--- src/rtl/hdbm_pkg.sv ---
package hdbm_pkg;

  localparam int CFG_IDX_W = 3;
  localparam int CFG_DATA_W = 32;
  localparam int DIV_STEPS = 32;
  localparam int DIV_CNT_W = $clog2(DIV_STEPS);

  localparam logic [CFG_IDX_W-1:0] REG_PERIOD_US     = 3'd0;
  localparam logic [CFG_IDX_W-1:0] REG_HIGH_TIME_US  = 3'd1;
  localparam logic [CFG_IDX_W-1:0] REG_DEBOUNCE_MS   = 3'd2;
  localparam logic [CFG_IDX_W-1:0] REG_LONG_PRESS_MS = 3'd3;
  localparam logic [CFG_IDX_W-1:0] REG_BLINK_HALF_MS = 3'd4;

  localparam logic [31:0] RST_PERIOD_US     = 32'd1000000;
  localparam logic [31:0] RST_HIGH_TIME_US  = 32'd125000;
  localparam logic [15:0] RST_DEBOUNCE_MS   = 16'd40;
  localparam logic [19:0] RST_LONG_PRESS_MS = 20'd5000;
  localparam logic [15:0] RST_BLINK_HALF_MS = 16'd250;

  localparam logic [3:0] BLINKS_ENTER_MANUAL = 4'd5;
  localparam logic [3:0] BLINKS_EXIT_MANUAL  = 4'd10;
  localparam logic [3:0] BLINKS_HEATER_ON    = 4'd1;
  localparam logic [3:0] BLINKS_HEATER_OFF   = 4'd2;

  typedef struct packed {
    logic        button_level;
    logic [31:0] now_us;
    logic [31:0] now_ms;
  } in_item_t;

  typedef struct packed {
    logic        heater_on;
    logic        led_on;
    logic        manual_active;
    logic        press_seen;
    logic        release_seen;
    logic [31:0] held_time_ms;
    logic        manual_toggled;
    logic        mode_flipped;
  } out_item_t;

  typedef enum logic [2:0] {
    ST_IDLE,
    ST_BTN,
    ST_BLINK,
    ST_DIV,
    ST_FIN
  } state_t;

  typedef struct packed {
    logic load;
    logic btn;
    logic blink;
    logic div_step;
    logic finish;
  } cmd_t;

  typedef struct packed {
    logic div_last;
    logic out_full;
  } sts_t;

endpackage

--- src/rtl/hdbm_datapath.sv ---
module hdbm_datapath
  import hdbm_pkg::*;
(
  input  logic                  clk,
  input  logic                  rst,
  input  in_item_t              in_data,
  output out_item_t             out_data,
  output logic                  out_valid,
  input  logic                  out_ready,
  input  logic                  cfg_we,
  input  logic [CFG_IDX_W-1:0]  cfg_index,
  input  logic [CFG_DATA_W-1:0] cfg_data,
  input  cmd_t                  cmd,
  output sts_t                  sts
);

  // configuration
  logic [31:0] period_us;
  logic [31:0] high_time_us;
  logic [15:0] debounce_ms;
  logic [19:0] long_press_ms;
  logic [15:0] blink_half_ms;

  // captured transaction
  logic        lvl;
  logic [31:0] now_us;
  logic [31:0] now_ms;

  // controller state
  logic        manual_flag;
  logic        heater_level;
  logic [31:0] cycle_start_us;
  logic        raw_level;
  logic        stable_level;
  logic        long_press_done;
  logic [31:0] raw_change_ms;
  logic [31:0] press_start_ms;
  logic        blink_active;
  logic        blink_lit;
  logic [3:0]  blinks_left;
  logic [31:0] blink_due_ms;

  // per-transaction flags
  logic        press_seen;
  logic        release_seen;
  logic [31:0] held_ms;
  logic        toggled;
  logic        flipped;

  // modulo unit
  logic [31:0]          phase;
  logic [31:0]          dvd;
  logic [31:0]          rem;
  logic [DIV_CNT_W-1:0] div_cnt;

  // button step results
  logic [31:0] rchg_next;
  logic        stable_next;
  logic        lpd_next;
  logic [31:0] pstart_next;
  logic        manual_next;
  logic        heater_next;
  logic [31:0] cstart_next;
  logic        press_next;
  logic        release_next;
  logic [31:0] held_next;
  logic        toggled_next;
  logic        flipped_next;
  logic        begin_next;
  logic [3:0]  begin_count;
  logic [31:0] blink_due_new;

  always_comb begin
    blink_due_new = now_ms + {16'd0, blink_half_ms};
    rchg_next     = (lvl != raw_level) ? now_ms : raw_change_ms;
    stable_next   = stable_level;
    lpd_next      = long_press_done;
    pstart_next   = press_start_ms;
    manual_next   = manual_flag;
    heater_next   = heater_level;
    cstart_next   = cycle_start_us;
    press_next    = 1'b0;
    release_next  = 1'b0;
    held_next     = '0;
    toggled_next  = 1'b0;
    flipped_next  = 1'b0;
    begin_next    = 1'b0;
    begin_count   = '0;
    if (lvl != stable_level && (now_ms - rchg_next) >= {16'd0, debounce_ms}) begin
      stable_next = lvl;
      if (!lvl) begin
        pstart_next = now_ms;
        lpd_next    = 1'b0;
        press_next  = 1'b1;
      end else begin
        release_next = 1'b1;
        held_next    = now_ms - press_start_ms;
        if (manual_flag && !long_press_done) begin
          heater_next  = !heater_level;
          begin_next   = 1'b1;
          begin_count  = heater_next ? BLINKS_HEATER_ON : BLINKS_HEATER_OFF;
          toggled_next = 1'b1;
        end
      end
    end
    if (!stable_next && !lpd_next && (now_ms - pstart_next) >= {12'd0, long_press_ms}) begin
      lpd_next     = 1'b1;
      flipped_next = 1'b1;
      manual_next  = !manual_flag;
      begin_next   = 1'b1;
      if (manual_next) begin
        heater_next = 1'b0;
        begin_count = BLINKS_ENTER_MANUAL;
      end else begin
        cstart_next = now_us;
        heater_next = 1'b1;
        begin_count = BLINKS_EXIT_MANUAL;
      end
    end
  end

  logic [3:0]  left_dec;
  logic [31:0] due_diff;
  assign due_diff = now_ms - blink_due_ms;
  assign left_dec = blinks_left - 4'd1;

  // one restoring step of the modulo
  logic [32:0] trial;
  logic [32:0] trial_sub;
  assign trial     = {rem, dvd[31]};
  assign trial_sub = trial - {1'b0, period_us};

  logic [31:0] phase_mod;
  logic        heater_final;
  assign phase_mod    = (period_us == '0) ? phase : rem;
  assign heater_final = manual_flag ? heater_level : (phase_mod < high_time_us);

  assign sts.div_last = (div_cnt == DIV_CNT_W'(DIV_STEPS - 1));
  assign sts.out_full = out_valid && !out_ready;

  always_ff @(posedge clk) begin
    if (rst) begin
      period_us     <= RST_PERIOD_US;
      high_time_us  <= RST_HIGH_TIME_US;
      debounce_ms   <= RST_DEBOUNCE_MS;
      long_press_ms <= RST_LONG_PRESS_MS;
      blink_half_ms <= RST_BLINK_HALF_MS;
    end else if (cfg_we) begin
      unique case (cfg_index)
        REG_PERIOD_US:     period_us     <= cfg_data;
        REG_HIGH_TIME_US:  high_time_us  <= cfg_data;
        REG_DEBOUNCE_MS:   debounce_ms   <= cfg_data[15:0];
        REG_LONG_PRESS_MS: long_press_ms <= cfg_data[19:0];
        REG_BLINK_HALF_MS: blink_half_ms <= cfg_data[15:0];
        default: ;
      endcase
    end
  end

  always_ff @(posedge clk) begin
    if (rst) begin
      manual_flag     <= 1'b0;
      heater_level    <= 1'b0;
      cycle_start_us  <= '0;
      raw_level       <= 1'b1;
      stable_level    <= 1'b1;
      long_press_done <= 1'b0;
      raw_change_ms   <= '0;
      press_start_ms  <= '0;
      blink_active    <= 1'b0;
      blink_lit       <= 1'b0;
      blinks_left     <= '0;
      blink_due_ms    <= '0;
      out_valid       <= 1'b0;
      div_cnt         <= '0;
    end else begin
      if (cmd.btn) begin
        raw_level       <= lvl;
        raw_change_ms   <= rchg_next;
        stable_level    <= stable_next;
        long_press_done <= lpd_next;
        press_start_ms  <= pstart_next;
        manual_flag     <= manual_next;
        heater_level    <= heater_next;
        cycle_start_us  <= cstart_next;
        if (begin_next) begin
          blinks_left  <= begin_count;
          blink_active <= 1'b1;
          blink_lit    <= 1'b1;
          blink_due_ms <= blink_due_new;
        end
      end
      if (cmd.blink) begin
        div_cnt <= '0;
        if (blink_active && !due_diff[31]) begin
          if (blink_lit) begin
            blink_lit    <= 1'b0;
            blink_due_ms <= blink_due_new;
          end else begin
            blinks_left <= left_dec;
            if (left_dec == '0) begin
              blink_active <= 1'b0;
            end else begin
              blink_lit    <= 1'b1;
              blink_due_ms <= blink_due_new;
            end
          end
        end
      end
      if (cmd.div_step) begin
        div_cnt <= div_cnt + DIV_CNT_W'(1);
      end
      if (cmd.finish) begin
        heater_level <= heater_final;
        out_valid    <= 1'b1;
      end else if (out_ready) begin
        out_valid <= 1'b0;
      end
    end
  end

  always_ff @(posedge clk) begin
    if (cmd.load) begin
      lvl    <= in_data.button_level;
      now_us <= in_data.now_us;
      now_ms <= in_data.now_ms;
    end
    if (cmd.btn) begin
      press_seen   <= press_next;
      release_seen <= release_next;
      held_ms      <= held_next;
      toggled      <= toggled_next;
      flipped      <= flipped_next;
    end
    if (cmd.blink) begin
      phase <= now_us - cycle_start_us;
      dvd   <= now_us - cycle_start_us;
      rem   <= '0;
    end
    if (cmd.div_step) begin
      dvd <= {dvd[30:0], 1'b0};
      rem <= trial_sub[32] ? trial[31:0] : trial_sub[31:0];
    end
    if (cmd.finish) begin
      out_data.heater_on      <= heater_final;
      out_data.led_on         <= blink_lit;
      out_data.manual_active  <= manual_flag;
      out_data.press_seen     <= press_seen;
      out_data.release_seen   <= release_seen;
      out_data.held_time_ms   <= held_ms;
      out_data.manual_toggled <= toggled;
      out_data.mode_flipped   <= flipped;
    end
  end

  // a finished blink run leaves the LED dark with nothing pending
  assert property (@(posedge clk) disable iff (rst)
    !blink_active |-> (blinks_left == '0) && !blink_lit)
    else $error("idle blink run holds a count or lit LED");

  assert property (@(posedge clk) disable iff (rst)
    blink_active |-> (blinks_left != '0))
    else $error("active blink run with zero count");

  // a result is never written over one that has not been taken
  assert property (@(posedge clk) disable iff (rst)
    cmd.finish |-> (!out_valid || out_ready))
    else $error("result overwritten before transaction");

endmodule

--- src/rtl/hdbm_ctrl.sv ---
module hdbm_ctrl
  import hdbm_pkg::*;
(
  input  logic clk,
  input  logic rst,
  input  logic in_valid,
  output logic in_ready,
  input  sts_t sts,
  output cmd_t cmd
);

  state_t state;
  state_t state_next;

  always_ff @(posedge clk) begin
    if (rst) begin
      state <= ST_IDLE;
    end else begin
      state <= state_next;
    end
  end

  always_comb begin
    state_next = state;
    unique case (state)
      ST_IDLE:  if (in_valid) state_next = ST_BTN;
      ST_BTN:   state_next = ST_BLINK;
      ST_BLINK: state_next = ST_DIV;
      ST_DIV:   if (sts.div_last) state_next = ST_FIN;
      ST_FIN:   if (!sts.out_full) state_next = ST_IDLE;
      default:  state_next = ST_IDLE;
    endcase
  end

  always_comb begin
    cmd      = '0;
    in_ready = 1'b0;
    unique case (state)
      ST_IDLE: begin
        in_ready = 1'b1;
        cmd.load = in_valid;
      end
      ST_BTN:   cmd.btn = 1'b1;
      ST_BLINK: cmd.blink = 1'b1;
      ST_DIV:   cmd.div_step = 1'b1;
      ST_FIN:   cmd.finish = !sts.out_full;
      default: ;
    endcase
  end

  assert property (@(posedge clk) disable iff (rst)
    in_valid && in_ready |=> state == ST_BTN)
    else $error("accepted transaction did not start the button step");

  assert property (@(posedge clk) disable iff (rst)
    state == ST_DIV && sts.div_last |=> state == ST_FIN)
    else $error("modulo did not end after its last step");

  assert property (@(posedge clk) disable iff (rst)
    state == ST_FIN && !sts.out_full |=> state == ST_IDLE)
    else $error("result stage did not release");

endmodule

--- src/rtl/heater_duty_with_button_mode_control.sv ---
// each input runs in turn through the button, blink, modulo and result steps,
//   the modulo being a 32-step restoring modulo of the elapsed time by period_us;
//   no new input is taken until the result step of the last one is done
// an input is taken while an earlier result still waits in the output register
// reset (rst, synchronous): auto mode, heater off, button released, LED dark,
//   registers at their defaults
module heater_duty_with_button_mode_control
  import hdbm_pkg::*;
(
  input  logic                  clk,
  input  logic                  rst,
  input  logic                  in_valid,
  output logic                  in_ready,
  input  in_item_t              in_data,
  output logic                  out_valid,
  input  logic                  out_ready,
  output out_item_t             out_data,
  input  logic                  cfg_we,
  input  logic [CFG_IDX_W-1:0]  cfg_index,
  input  logic [CFG_DATA_W-1:0] cfg_data
);

  cmd_t cmd;
  sts_t sts;

  hdbm_ctrl u_ctrl (
    .clk      (clk),
    .rst      (rst),
    .in_valid (in_valid),
    .in_ready (in_ready),
    .sts      (sts),
    .cmd      (cmd)
  );

  hdbm_datapath u_datapath (
    .clk       (clk),
    .rst       (rst),
    .in_data   (in_data),
    .out_data  (out_data),
    .out_valid (out_valid),
    .out_ready (out_ready),
    .cfg_we    (cfg_we),
    .cfg_index (cfg_index),
    .cfg_data  (cfg_data),
    .cmd       (cmd),
    .sts       (sts)
  );

endmodule

--- config.mk ---
export PLATFORM = sky130hd
export DESIGN_NAME = heater_duty_with_button_mode_control
export DESIGN_NICKNAME = d
export VERILOG_FILES = /design/src/rtl/hdbm_pkg.sv /design/src/rtl/hdbm_datapath.sv /design/src/rtl/hdbm_ctrl.sv /design/src/rtl/heater_duty_with_button_mode_control.sv
export SDC_FILE = /design/constraint.sdc
export NUM_CORES = 1
export LEC_CHECK = 0
export ABC_AREA = 0
export BUFFER_PORTS_ARGS = -buffer_cell sky130_fd_sc_hd__buf_2
export CAP_MARGIN = 20
export CORE_ASPECT_RATIO = 0.75
export CORE_MARGIN = 2
export CORE_UTILIZATION = 55
export CTS_BUF_LIST = sky130_fd_sc_hd__clkbuf_16
export DETAILED_ROUTE_END_ITERATION = 12
export PLACE_DENSITY_LB_ADDON = 0.15
export SETUP_SLACK_MARGIN = 0.02
export SYNTH_ARGS = -nofsm -noshare
export SYNTH_HDL_FRONTEND = slang
export SYNTH_SLANG_ARGS = --single-unit
--- constraint.sdc ---
create_clock -name clk -period 27.3 [get_ports clk]
set_input_delay 1.365 -clock clk [delete_from_list [all_inputs] [get_ports clk]]
set_output_delay 1.365 -clock clk [all_outputs]
set_load 0.005 [all_outputs]
==> flow_summary_export.csv <==
group,metric,value,unit
final_layout,num_antenna_cells,0,
synthesis,ys_warn_count,0,
detailed_routing,wl_per_cell,20.0,um
run,cap_viol_max_count,0,
global_routing,track_usage,29.2,%
place,io_buffers,145,
setup_path,end_kind,"flip-flop",
setup_path,cpPeakStageDelay,0.62,ns
global_routing,gr-total-overflow,0,
floorplan,die_w,279,um
setup_path,cp-start-kind,"flip-flop",
detailed_routing,postRouteWirelength,87000,um
synthesis,async_flop_share,0,%
clocking,htreeDepth,2,
timing,finalHoldViolations,0,
floorplan,rows,75,
floorplan,initial_core_util,55.8,%
detailed_routing,dr.pass1.iters,7,
final_layout,multi_input_area,17300,sq um
clocking,numCtsBuffers,51,
clocking,post-cts-setup-buffers,0,
final_layout,final_nets,3948,
setup_path,crit_top_cell,"ha_1",
timing,slew_headroom,23.5,%
run_status,status,"finished, final reports clean",
synthesis,seq_area_frac_synth,39.5,%
timing,skew,0.0213,ns
global_routing,grt_max_degree,131,
setup_path,worstSetupPathType,"flip-flop to flip-flop",
setup_path,cp_slowest_cell,"edfxtp_1",
final_layout,drive_gt1_share,9.49,%
clocking,cts_sinks,500,
timing,fin_tns_setup,0,ns
synthesis,ys_ff_latch,500,
clocking,clk_pin_slew,0.06,ns
clocking,cts_buffer_depth,3,
global_routing,antenna_found_initial,0,
synthesis,synth_top_area_cell,"edfxtp_1",
floorplan,fp.dieH,211,um
timing,fmax,78.3,MHz
detailed_routing,num_vias,26200,
synthesis,synth_edf_count,235,
final_layout,fill_cells,4852,
detailed_routing,vias_per_cell,6.02,
final_layout,area_growth,9.89,%
detailed_routing,ant_nets,0,
synthesis,synthFlopType,"dfxtp_1",
detailed_routing,drt-initial-drc-count,1805,
synthesis,yosysUniqueCellTypes,94,
final_layout,layout_commonest_cell,"nand2_1",
floorplan,core_area,56100,sq um
power,irDropWorstVdd,0.0534,mV
timing,worstMarginPinSlew,1.13,ns
synthesis,synth_nets,3863,
clocking,cts_tree,"yes",
timing,post-route-min-period,12.77,ns
timing,fin_crit_sh,46.8,%
timing,rsz0062_at_grt,"false",
synthesis,synth.cell_area,31300,sq um
synthesis,synthTopCellsByArea,"edfxtp_1 (23%), dfxtp_1 (17%), ha_1 (11%)",
setup_path,cp.arrival,13.26,ns
floorplan,ios,146,
detailed_routing,drc_errors,0,
timing,slew_viol_final,0,
setup_path,worst-path-max-fanout,53,
power,leakagePower,13.4,nW
clocking,cts_resized,0,
global_routing,grt_pass1_vias,25300,
synthesis,synth_top_area_share,22.5,%
synthesis,synthCells,3489,
clocking,clk-insertion-delay-late,0.61,ns
final_layout,layout_common_cells,"nand2_1 (425), a21oi_1 (305), inv_1 (288)",
synthesis,synth_area_per_cell,8.97,sq um
floorplan,die_area,58800,sq um
clocking,ctsHoldBuffers,0,
power,powerDensity,68.3,nW/um^2
setup_path,critPathRequiredTime,27.79,ns
place,dp_hpwl,63500,um
place,finalWeightedCongestion,0.927,
final_layout,regArea,12400,sq um
timing,hold_ws,0.419,ns
timing,finalSetupViolations,0,
clocking,clockRootBuffer,"clkbuf_16",
min_path,holdCritPathClass,"flip-flop to flip-flop",
global_routing,grt_pass1_wl,137000,um
-- layer usage --
| metal | share of wire, % | GRT usage [%] | vias up |
|---|---|---|---|
| met3 | 5.2 | 3.65 | 208 |
| met2 | 47 | 49.8 | 806 |
| met5 | 0 | 0 | - |
| li1 | - | - | 12600 |
| met1 | 43 | 37.3 | 12500 |
| met4 | 4.7 | 13.2 | 0 |
-- cell families (layout without fill, tap and decap cells) --
logic type,after synthesis,after routing,synth area share (%)
simple gates,1144,1144,17.0
compound gates,800,800,16.6
flops,500,500,39.5
buf+inv,432,558,5.36
fa+ha+maj,276,276,11.1
mux,197,197,6.48
xor+xnor,140,140,3.94
-- state kept, by name, summed over array words and instances, names as in the netlist, 4 cells and up --
name and flops:
u_datapath.blink_due_ms 32, u_datapath.phase 32, u_datapath.press_start_ms 32, u_datapath.raw_change_ms 32, u_datapath.rem 32, u_datapath.out_data 39, u_datapath.held_ms 32, u_datapath.blink_half_ms 16
u_datapath.div_cnt 5, u_datapath.period_us 32, u_datapath.now_ms 32, u_datapath.blinks_left 4, u_datapath.long_press_ms 20, u_datapath.high_time_us 32, u_datapath.cycle_start_us 32, u_datapath.now_us 32
u_datapath.debounce_ms 16, u_datapath.dvd 32
-- layout make-up --
type	instances	share of cell area, %
Sequential cell	500	35.9
Timing Repair Buffer	182	3.16
Inverter	282	3.08
Multi-Input combinational cell	2557	50.4
Clock inverter	42	0.997
Tap cell	731	2.66
Clock buffer	52	3.78
-- path summary, 6_finish.rpt --
kind                    startpoint                          end  slack, ns  cells past startpoint
min reg2reg  u_datapath.held_ms[0]       u_datapath.out_data[2]       0.42                      0
min          u_datapath.held_ms[0]       u_datapath.out_data[2]       0.42                      0
max                 u_datapath.lvl  u_datapath.blink_due_ms[31]      14.53                     46
max reg2reg         u_datapath.lvl  u_datapath.blink_due_ms[31]      14.53                     46
-- stage by stage --
| step | instance area, sq um | worst slack [ns] | power (mW) | utilization (%) | instances |
|---|---|---|---|---|---|
| after detailed placement | 32700 | 14.57 | 1.64 | 58.2 | 4248 |
| final | 34400 | 14.53 | 2.35 | 61.3 | 4346 |
| after floorplan | 31300 | 16.50 | 1.44 | - | 3489 |
| after CTS | 34300 | 14.50 | 2.35 | 61.2 | 4342 |
| after global placement | 32600 | 14.99 | 1.63 | 58.2 | 4247 |
| after global routing | 34400 | 13.64 | 2.48 | 61.3 | 4346 |
-- power by group --
part	internal (mW)	leakage (nW)	total, mW	switching (mW)
sequential	0.852	4.35	0.895	0.0430
combinational	0.293	8.22	0.752	0.458
clock	0.393	0.849	0.704	0.311
-- critical path: cells and delay by family (launching register included) --
family | cells | cell delay (ns)
buffers and inverters | 2 | 0.96
adder cells (fa/ha/maj) | 4 | 1.37
AND/OR/NAND/NOR | 18 | 4.01
AO/OA/AOI/OAI | 17 | 4.84
multiplexers | 2 | 0.40
flip-flops | 1 | 0.62
XOR/XNOR | 3 | 0.39
-- cell usage after synthesis, drive strengths merged, types with 14 or more instances --
library cell / number
nor2: 276
nand4: 50
o31ai: 17
a31oi: 34
a21oi: 305
inv: 280
o211ai: 49
nor3b: 14
nand3: 77
buf: 27
o21bai: 16
clkbuf: 123
a21o: 68
nor4: 25
a211oi: 36
nor2b: 47
nand2b: 45
nor3: 81
o21a: 35
xor2: 48
mux2: 44
or3: 16
dfxtp: 265
and3: 32
mux2i: 153
nand2: 425
xnor2: 92
edfxtp: 235
ha: 264
o21ai: 102
nand3b: 15
a21boi: 17
Note: power is estimated with default switching activity, not from simulation.
